File: src/design/eagc_pkg.sv
`default_nettype none
package eagc_pkg;

  typedef enum logic [2:0] {
    VERDICT_HAS_N     = 3'd0,
    VERDICT_NO_GAPS   = 3'd1,
    VERDICT_BAD_GAP   = 3'd2,
    VERDICT_GAPS_OK   = 3'd3,
    VERDICT_NOT_FOUND = 3'd4
  } verdict_t;

  typedef enum logic [1:0] {
    CFG_EXON_BEGIN  = 2'd0,
    CFG_EXON_END    = 2'd1,
    CFG_ALIGN_START = 2'd2
  } cfg_idx_t;

  localparam logic [7:0] GAP_CHAR     = 8'h2D;
  localparam logic [7:0] UPPER_N_CHAR = 8'h4E;
  localparam logic [7:0] LOWER_N_CHAR = 8'h6E;
  localparam logic [1:0] RUN_MOD_LAST = 2'd2;

  typedef struct packed {
    logic [1:0] run_mod;
    logic       in_run;
  } run_t;

  // One column of a gap run tracker; the length is kept modulo three.
  function automatic run_t run_next(run_t cur, logic is_gap);
    run_t nxt;
    if (is_gap) begin
      nxt.run_mod = (cur.run_mod == RUN_MOD_LAST) ? 2'd0 : cur.run_mod + 2'd1;
      nxt.in_run  = 1'b1;
    end else begin
      nxt.run_mod = 2'd0;
      nxt.in_run  = 1'b0;
    end
    return nxt;
  endfunction

  // A run that ends with a length not a multiple of three.
  function automatic logic run_bad(run_t cur);
    return cur.in_run && (cur.run_mod != 2'd0);
  endfunction

endpackage
`default_nettype wire

File: src/design/exon_alignment_gap_classifier.sv
`default_nettype none
// Classifies the gap pattern of an exon window in a pairwise alignment, one
// column per clock cycle unless out_tready stalls the output. A column transfer
// on the input is held in an input register and evaluated against the window
// state; the verdict for the column that closes the window (or for the last
// column when the window never closed) lands in the output register. The output
// register lets the next column be taken while a verdict waits; in_tready follows
// out_tready only when both registers are full. The user must write registers
// through the cfg port only while the stream is idle (not enforced here); a
// write of align_start also reloads the reference position counter.
module exon_alignment_gap_classifier
  import eagc_pkg::*;
(
  input  wire logic        clk,
  input  wire logic        rst_n,
  input  wire logic        in_tvalid,
  output logic             in_tready,
  input  wire logic [15:0] in_tdata,   // ref_char [7:0], other_char [15:8]
  input  wire logic        in_tlast,   // last_column
  output logic             out_tvalid,
  input  wire logic        out_tready,
  output logic [7:0]       out_tdata,  // verdict [2:0], zero [7:3]
  input  wire logic        cfg_we,
  input  wire logic [1:0]  cfg_index,
  input  wire logic [31:0] cfg_wdata
);

  logic [31:0] exon_begin_r;
  logic [31:0] exon_end_r;
  logic [31:0] align_start_r;

  logic        s1_valid_r;
  logic [7:0]  ref_char_r;
  logic [7:0]  other_char_r;
  logic        last_r;

  logic [31:0] pos_r, pos_nxt;
  logic        open_r, open_nxt;
  logic        done_r, done_nxt;
  logic        saw_gap_r, saw_gap_nxt;
  logic        saw_n_r, saw_n_nxt;
  logic        bad_gap_r, bad_gap_nxt;
  run_t        ref_run_r, ref_run_nxt;
  run_t        oth_run_r, oth_run_nxt;

  logic        out_valid_r;
  verdict_t    verdict_r;

  logic        out_free;
  logic        s1_fire;
  logic        emit;
  verdict_t    verdict_nxt;

  assign out_free  = !out_valid_r || out_tready;
  assign s1_fire   = s1_valid_r && out_free;
  assign in_tready = !s1_valid_r || out_free;

  assign out_tvalid = out_valid_r;
  assign out_tdata  = {5'd0, verdict_r};

  always_comb begin
    logic ref_gap;
    logic oth_gap;
    logic has_n;
    logic take;
    logic open_now;
    ref_gap      = (ref_char_r == GAP_CHAR);
    oth_gap      = (other_char_r == GAP_CHAR);
    has_n        = (ref_char_r == UPPER_N_CHAR) || (ref_char_r == LOWER_N_CHAR) ||
                   (other_char_r == UPPER_N_CHAR) || (other_char_r == LOWER_N_CHAR);
    take         = 1'b0;
    open_now     = open_r;
    pos_nxt      = pos_r;
    open_nxt     = open_r;
    done_nxt     = done_r;
    saw_gap_nxt  = saw_gap_r;
    saw_n_nxt    = saw_n_r;
    bad_gap_nxt  = bad_gap_r;
    ref_run_nxt  = ref_run_r;
    oth_run_nxt  = oth_run_r;
    emit         = 1'b0;
    verdict_nxt  = VERDICT_NOT_FOUND;

    if (s1_fire) begin
      if (!done_r) begin
        if (!ref_gap) begin
          pos_nxt = pos_r + 32'd1;
          if (pos_r == exon_end_r) begin
            emit     = 1'b1;
            open_nxt = 1'b0;
            done_nxt = 1'b1;
            if (open_r) begin
              if (saw_n_r) begin
                verdict_nxt = VERDICT_HAS_N;
              end else if (!saw_gap_r) begin
                verdict_nxt = VERDICT_NO_GAPS;
              end else if (bad_gap_r || run_bad(ref_run_r) || run_bad(oth_run_r)) begin
                verdict_nxt = VERDICT_BAD_GAP;
              end else begin
                verdict_nxt = VERDICT_GAPS_OK;
              end
            end else if (pos_r == exon_begin_r) begin
              verdict_nxt = VERDICT_NO_GAPS;
            end else begin
              verdict_nxt = VERDICT_NOT_FOUND;
            end
          end else begin
            open_now = open_r || (pos_r == exon_begin_r);
            open_nxt = open_now;
            take     = open_now;
          end
        end else begin
          take = open_r;
        end
      end

      if (take) begin
        saw_n_nxt   = saw_n_r || has_n;
        saw_gap_nxt = saw_gap_r || ref_gap || oth_gap;
        bad_gap_nxt = bad_gap_r || (!ref_gap && run_bad(ref_run_r)) ||
                      (!oth_gap && run_bad(oth_run_r));
        ref_run_nxt = run_next(ref_run_r, ref_gap);
        oth_run_nxt = run_next(oth_run_r, oth_gap);
      end

      if (last_r) begin
        if (!done_nxt) begin
          emit        = 1'b1;
          verdict_nxt = VERDICT_NOT_FOUND;
        end
        pos_nxt     = align_start_r;
        open_nxt    = 1'b0;
        done_nxt    = 1'b0;
        saw_gap_nxt = 1'b0;
        saw_n_nxt   = 1'b0;
        bad_gap_nxt = 1'b0;
        ref_run_nxt = '0;
        oth_run_nxt = '0;
      end
    end

    if (cfg_we && (cfg_index == CFG_ALIGN_START)) begin
      pos_nxt = cfg_wdata;
    end
  end

  always_ff @(posedge clk) begin
    if (!rst_n) begin
      exon_begin_r  <= '0;
      exon_end_r    <= '0;
      align_start_r <= '0;
    end else if (cfg_we) begin
      case (cfg_index)
        CFG_EXON_BEGIN:  exon_begin_r  <= cfg_wdata;
        CFG_EXON_END:    exon_end_r    <= cfg_wdata;
        CFG_ALIGN_START: align_start_r <= cfg_wdata;
        default: ;
      endcase
    end
  end

  always_ff @(posedge clk) begin
    if (!rst_n) begin
      s1_valid_r <= 1'b0;
    end else if (in_tready) begin
      s1_valid_r <= in_tvalid;
    end
  end

  always_ff @(posedge clk) begin
    if (in_tvalid && in_tready) begin
      ref_char_r   <= in_tdata[7:0];
      other_char_r <= in_tdata[15:8];
      last_r       <= in_tlast;
    end
  end

  always_ff @(posedge clk) begin
    if (!rst_n) begin
      pos_r     <= '0;
      open_r    <= 1'b0;
      done_r    <= 1'b0;
      saw_gap_r <= 1'b0;
      saw_n_r   <= 1'b0;
      bad_gap_r <= 1'b0;
      ref_run_r <= '0;
      oth_run_r <= '0;
    end else begin
      pos_r     <= pos_nxt;
      open_r    <= open_nxt;
      done_r    <= done_nxt;
      saw_gap_r <= saw_gap_nxt;
      saw_n_r   <= saw_n_nxt;
      bad_gap_r <= bad_gap_nxt;
      ref_run_r <= ref_run_nxt;
      oth_run_r <= oth_run_nxt;
    end
  end

  always_ff @(posedge clk) begin
    if (!rst_n) begin
      out_valid_r <= 1'b0;
    end else if (out_free) begin
      out_valid_r <= emit;
    end
  end

  always_ff @(posedge clk) begin
    if (emit) begin
      verdict_r <= verdict_nxt;
    end
  end

endmodule
`default_nettype wire

File: config.mk
export PLATFORM = sky130hd
export DESIGN_NAME = exon_alignment_gap_classifier
export DESIGN_NICKNAME = d
export VERILOG_FILES = /design/src/design/eagc_pkg.sv /design/src/design/exon_alignment_gap_classifier.sv
export SDC_FILE = /design/constraint.sdc
export NUM_CORES = 1
export LEC_CHECK = 0
export ABC_AREA = 0
export BUFFER_PORTS_ARGS = -buffer_cell sky130_fd_sc_hd__buf_2
export CAP_MARGIN = 20
export CORE_UTILIZATION = 35
export CTS_BUF_LIST = sky130_fd_sc_hd__clkbuf_16
export CTS_CLUSTER_DIAMETER = 120
export DETAILED_ROUTE_END_ITERATION = 16
export GPL_TIMING_DRIVEN = 0
export PLACE_DENSITY = 0.5
export SETUP_SLACK_MARGIN = 0.3
export SLEW_MARGIN = 15
export SYNTH_ARGS = -nofsm -noshare
export SYNTH_HDL_FRONTEND = slang
export SYNTH_SLANG_ARGS = --single-unit
File: constraint.sdc
create_clock -name clk -period 5 [get_ports clk]
set_input_delay 1 -clock clk [delete_from_list [all_inputs] [get_ports clk]]
set_output_delay 1 -clock clk [all_outputs]
set_load 0.005 [all_outputs]
==> results of run 1 <==
[cells in the mapped netlist (3+ instances only)]
| cell | count | share of area |
|---|---|---|
| nand2_1 | 221 | 0.11 |
| dfxtp_1 | 141 | 0.37 |
| a21oi_1 | 103 | 0.067 |
| xnor2_1 | 72 | 0.082 |
| clkbuf_1 | 45 | 0.022 |
| nor2_1 | 25 | 0.012 |
| o21ai_0 | 25 | 0.016 |
| a21boi_0 | 23 | 0.023 |
| nand4_1 | 21 | 0.017 |
| edfxtp_1 | 20 | 0.078 |
| o22ai_1 | 20 | 0.016 |
| xor2_1 | 19 | 0.022 |
| buf_2 | 15 | 0.0098 |
| nand3_1 | 15 | 0.0098 |
| nor4_1 | 13 | 0.011 |
| buf_4 | 11 | 0.011 |
| nor3_1 | 10 | 0.0065 |
| buf_6 | 8 | 0.012 |
| inv_1 | 8 | 0.0039 |
| mux2i_1 | 8 | 0.010 |
| a31oi_1 | 7 | 0.0057 |
| o21a_1 | 7 | 0.0069 |
| a22o_1 | 5 | 0.0057 |
| and3_1 | 5 | 0.0041 |
| and4_1 | 5 | 0.0057 |
| a22oi_1 | 4 | 0.0039 |
| nand3b_1 | 4 | 0.0039 |
| a21o_1 | 3 | 0.0029 |
| and2_1 | 3 | 0.0025 |
| nand2b_1 | 3 | 0.0025 |
| nor2b_1 | 3 | 0.0025 |
[layer usage]
metal	up-vias	global-route usage	wire length [µm]
li1	3265	-	-
met1	3056	0.310	11600
met2	134	0.344	10800
met3	15	0.0393	1060
met4	0	0.0561	306
met5	-	0	0
[kinds of logic after synthesis]
logic type / share of synthesized area
other: 0.000489
AO/OA/AOI/OAI: 0.158
AND/OR/NAND/NOR: 0.214
buffers and inverters: 0.0630
flip-flops: 0.447
adder cells (fa/ha/maj): 0.00163
XOR/XNOR: 0.104
multiplexers: 0.0119
[flip-flops by register name, summed over array words and instances (netlist names)]
signal	flops
align_start_r	32
verdict_r	3
done_r	1
last_r	1
open_r	1
out_tvalid	1
exon_end_r	32
exon_begin_r	32
bad_gap_r	1
other_char_r	8
saw_gap_r	1
oth_run_r	3
s1_valid_r	1
ref_char_r	8
ref_run_r	3
pos_r	32
saw_n_r	1
[worst register-to-register path, delay by kind of cell, from the launching register on]
kind                   cells  cell delay (ps)
AO/OA/AOI/OAI              3             1050
XOR/XNOR                   1              210
buffers and inverters      1              340
flip-flops                 1              330
AND/OR/NAND/NOR            2              880
[power by group]
group	total [mW]	internal, mW	leakage (nW)	switching [mW]
combinational	0.355	0.129	1.56	0.226
clock	1.22	0.641	0.266	0.576
sequential	1.38	1.36	1.34	0.0264
total	2.95	2.13	3.17	0.829
[cell type report]
class,instances,area share
Clock buffer,17,0.0481
Multi-Input combinational cell,661,0.426
Clock inverter,15,0.0123
Inverter,8,0.00339
Tap cell,275,0.0389
Buffer,82,0.0512
Timing Repair Buffer,59,0.0334
Sequential cell,161,0.387
[worst min-delay path by stage]
stage	cells after the start	slack (ps)	from	end
3_3_place_gp	1	430	oth_run_r[0]	oth_run_r[0]
3_5_place_dp	1	440	oth_run_r[0]	oth_run_r[0]
4_1_cts	2	450	align_start_r[30]	align_start_r[30]
2_1_floorplan	1	420	ref_run_r[0]	ref_run_r[0]
5_1_grt	2	470	align_start_r[0]	align_start_r[0]
6_report	1	450	oth_run_r[0]	oth_run_r[0]
==> out/results.txt, run 1 <==
Layout cells sized above 1: 0.137
Ys flop type: dfxtp_1
Final clock skew: 11.5 ps
CTS Hold Bufs: 0
Crit path to: ref_run_r[1]
WHS: 453 ps
Most frequent cells in the layout: nand2_1 (221), dfxtp_1 (141), a21oi_1 (103)
Fin util: 0.417
Final ANT Viol Nets: 0
Ys Warns: 0
Starting Density: 0.361
Setup ws final: 2090 ps
Endpoint class of the critical path: flip-flop
Final Max Slew Viols: 0
Syn Std Cell Area: 7660 µm²
R2r worst-path depth: 7
FFs w/ async S/R, synth: 0
Crit path launch: pos_r[1]
Setup_tns: 0 ps
Routed WL: 23700 µm
Worst r2r src: pos_r[1]
Clk root buf: clkbuf_16
Measured slew at the worst slew-check pin: 942 ps
Fin crit period: 2910 ps
Maximum vdd drop: 168 µV
Placed Cells incl. Taps: 1246
Critical Path Slowest Stage Cell: nor4_1
Worst reg2reg setup slack: 2090 ps
Hold Fails Final Rpt: 0
Max_slew headroom: 0.370
First-pass GRT wire length: 35900 µm
Die X: 150 µm
PostCTS Resize Cnt: 0
EDFF count, synth: 20
IO Pins: 66
Post-synthesis cell type count: 61
RSZ-0062 raised after global routing: false
Vias: 6470
CP arrival: 3230 ps
Vias in the first global route: 6057
Max Root-Sink Buffers: 2
Synth Area per Inst: 8.44 µm²
CP startpoint kind: flip-flop
Power Total: 2.96 mW
Outcome: finished clean
Sequential fraction of the synthesis area: 0.447
TritonCTS clock tree: done
Largest net degree at the start of global routing: 18
Worst Path Required: 5320 ps
First-pass DRT Iterations: 8
# H-tree levels: 4
Post-CTS Setup Bufs: 0
Final setup viols: 0
Synthesized flop and latch total: 161
Most common library cell in the layout ignoring fill and taps: nand2_1
CORE AREA: 21200 µm²
WP buf/inv: 1
Syn Inst Count: 908
Critical path depth: 7
Layout Nets: 1047
TritonCTS Buffers: 17
# DRC: 0
Detailed-route vias per instance: 5.06
Drt initial violations: 491
# fillers: 2262
Clock sink count: 161
Fmax: 343 MHz
Worst-Skew Late Latency: 430 ps
Total GRT Usage: 0.220
DP Worst Slack: 1840 ps
Cell Rows: 53
Final Cycle Share: 0.583
PortBufs: 59
Die area: 22500 µm²
Register area: 3420 µm²
Crit path max-delay family: compound AO/OA/AOI/OAI gates
Die span in y: 150 µm
Avg WL per Cell: 18.6 µm
PwrDens: 334 nW/µm²
Area of the multi-input gates: 3770 µm²
P_leak: 3.17 nW
Final Instance Count excl. Fillers: 1278
Layout area overhead: 15.5%
Initial antenna violation count: 0
Worst Path Max Fanout: 6
Slowest cell delay on critical path: 740 ps
N_diodes: 0
Reg2Reg Capture Point: ref_run_r[1]
Number of max-cap violations: 0
Total gr overflow: 0
Clock-pin slew on the worst setup and hold paths: 70 ps
Critical path class: flip-flop to flip-flop
Post-DP Area: 8320 µm²
Worst hold path class: flip-flop to flip-flop
Routability Congestion: 0.882
Post-route cell area: 8850 µm²
Post-DP HPWL: 17700 µm
Crit path cell chain: clkbuf_1 > xnor2_1 > nand4_1 > nor4_1 > a31oi_1 > o31a_1 > a22o_1
No activity file was read; power rests on OpenSTA's default activity.
==> inputs of run 2 (changes only) <==
==> constraint.sdc (replaced) <==
create_clock -name clk -period 2.75 [get_ports clk]
set_input_delay 0.55 -clock clk [delete_from_list [all_inputs] [get_ports clk]]
set_output_delay 0.55 -clock clk [all_outputs]
set_load 0.005 [all_outputs]
==> out/results.txt, run 2 (synthesis gave the netlist of run 1 again) <==
Worst hold stages: 1
Final Max Slew Viols: 0
First-pass DRT Iterations: 5
Routability Congestion: 0.882
Total gr overflow: 0
Starting Density: 0.361
Clk root buf: clkbuf_16
Worst Path Max Fanout: 6
CORE AREA: 21200 µm²
Most common library cell in the layout ignoring fill and taps: nand2_1
CTS Hold Bufs: 0
DP Worst Slack: -38.8 ps
Most frequent cells in the layout: nand2_1 (221), dfxtp_1 (141), a21oi_1 (102)
Hold Fails Final Rpt: 0
Vias: 6479
Critical path class: flip-flop to flip-flop
Routed WL: 23600 µm
N_diodes: 0
Total GRT Usage: 0.220
Maximum vdd drop: 298 µV
Post-CTS Setup Bufs: 0
Drt initial violations: 492
Final Cycle Share: 0.851
Final clock skew: 11.9 ps
Cell Rows: 53
Worst reg2reg setup slack: 410 ps
Vias in the first global route: 6058
Layout Nets: 1047
Worst hold path class: primary input to flip-flop
TritonCTS clock tree: done
R2r worst-path depth: 7
Clock sink count: 161
Die area: 22500 µm²
Die span in y: 150 µm
Final setup viols: 0
PortBufs: 59
Die X: 150 µm
IO Pins: 66
# H-tree levels: 4
RSZ-0062 raised after global routing: false
Post-route cell area: 8900 µm²
Endpoint class of the critical path: flip-flop
CP arrival: 2660 ps
P_leak: 3.19 nW
# DRC: 0
Final ANT Viol Nets: 0
PwrDens: 606 nW/µm²
Outcome: finished clean
TritonCTS Buffers: 17
Initial antenna violation count: 0
Fin crit period: 2340 ps
Worst Path Required: 3070 ps
Max_slew headroom: 0.352
Layout area overhead: 16.2%
Largest net degree at the start of global routing: 18
CP startpoint kind: flip-flop
Avg WL per Cell: 18.5 µm
Detailed-route vias per instance: 5.07
Clock-pin slew on the worst setup and hold paths: 70 ps
Layout cells sized above 1: 0.146
Post-DP Area: 8320 µm²
Fmax: 427 MHz
Max Root-Sink Buffers: 2
Setup ws final: 409 ps
Number of max-cap violations: 0
Worst-Skew Late Latency: 430 ps
Measured slew at the worst slew-check pin: 968 ps
Post-DP HPWL: 17700 µm
First-pass GRT wire length: 35900 µm
==> run 2: final timing paths <==
path / startpoint / to
worst min-delay path: in_tdata[3] / ref_char_r[3]
worst min register to register: oth_run_r[0] / oth_run_r[0]
worst max-delay path: pos_r[4] / ref_run_r[1]
worst max register to register: pos_r[4] / ref_run_r[1]
==> run 2: layout make-up <==
type                            instances  area [µm²]
Sequential cell                       161        3420
Inverter                                8        30.0
Timing Repair Buffer                   59         295
Clock buffer                           17         425
Buffer                                 82         460
Fill cell                            2259       12300
Multi-Input combinational cell        661        3810
Tap cell                              275         344
Clock inverter                         15         109
==> run 2: worst max-delay path, stage by stage, from the launching register on <==
cell     delay [ps]
dfxtp_1         300
buf_2           160
xnor2_1         280
nand4_1         210
nor4_4          430
a31oi_2         230
o31a_1          370
a22o_1          250
==> run 2: per-layer routing <==
metal	share of wire	track usage	routed length, µm
met1	0.48	0.310	11400
met2	0.46	0.344	10800
met3	0.052	0.0396	1220
met4	0.013	0.0571	303
met5	0	0	0
==> run 2: where the power goes <==
group	internal, mW	leakage [nW]	switching (mW)
Clock	1.16	0.266	1.04
Combinational	0.244	1.58	0.427
Sequential	2.47	1.34	0.0483
Total	3.88	3.19	1.52
==> run 2: what timing repair did <==
action,4_1_cts,5_1_grt
resized for setup,6,10
endpoints found under the setup margin,14,26
pin swaps,0,1
==> run 2: through the flow <==
step,TNS (ps),power [mW],util,hold slack (ps),instances
CTS,0,5.44,0.419,273,1278
finish,0,5.39,0.420,290,1278
detailed placement,-149,3.21,0.392,437,1246
global placement,-372,3.21,0.392,433,1246
floorplan,0,2.96,-,420,912
global route,0,5.61,0.420,271,1278
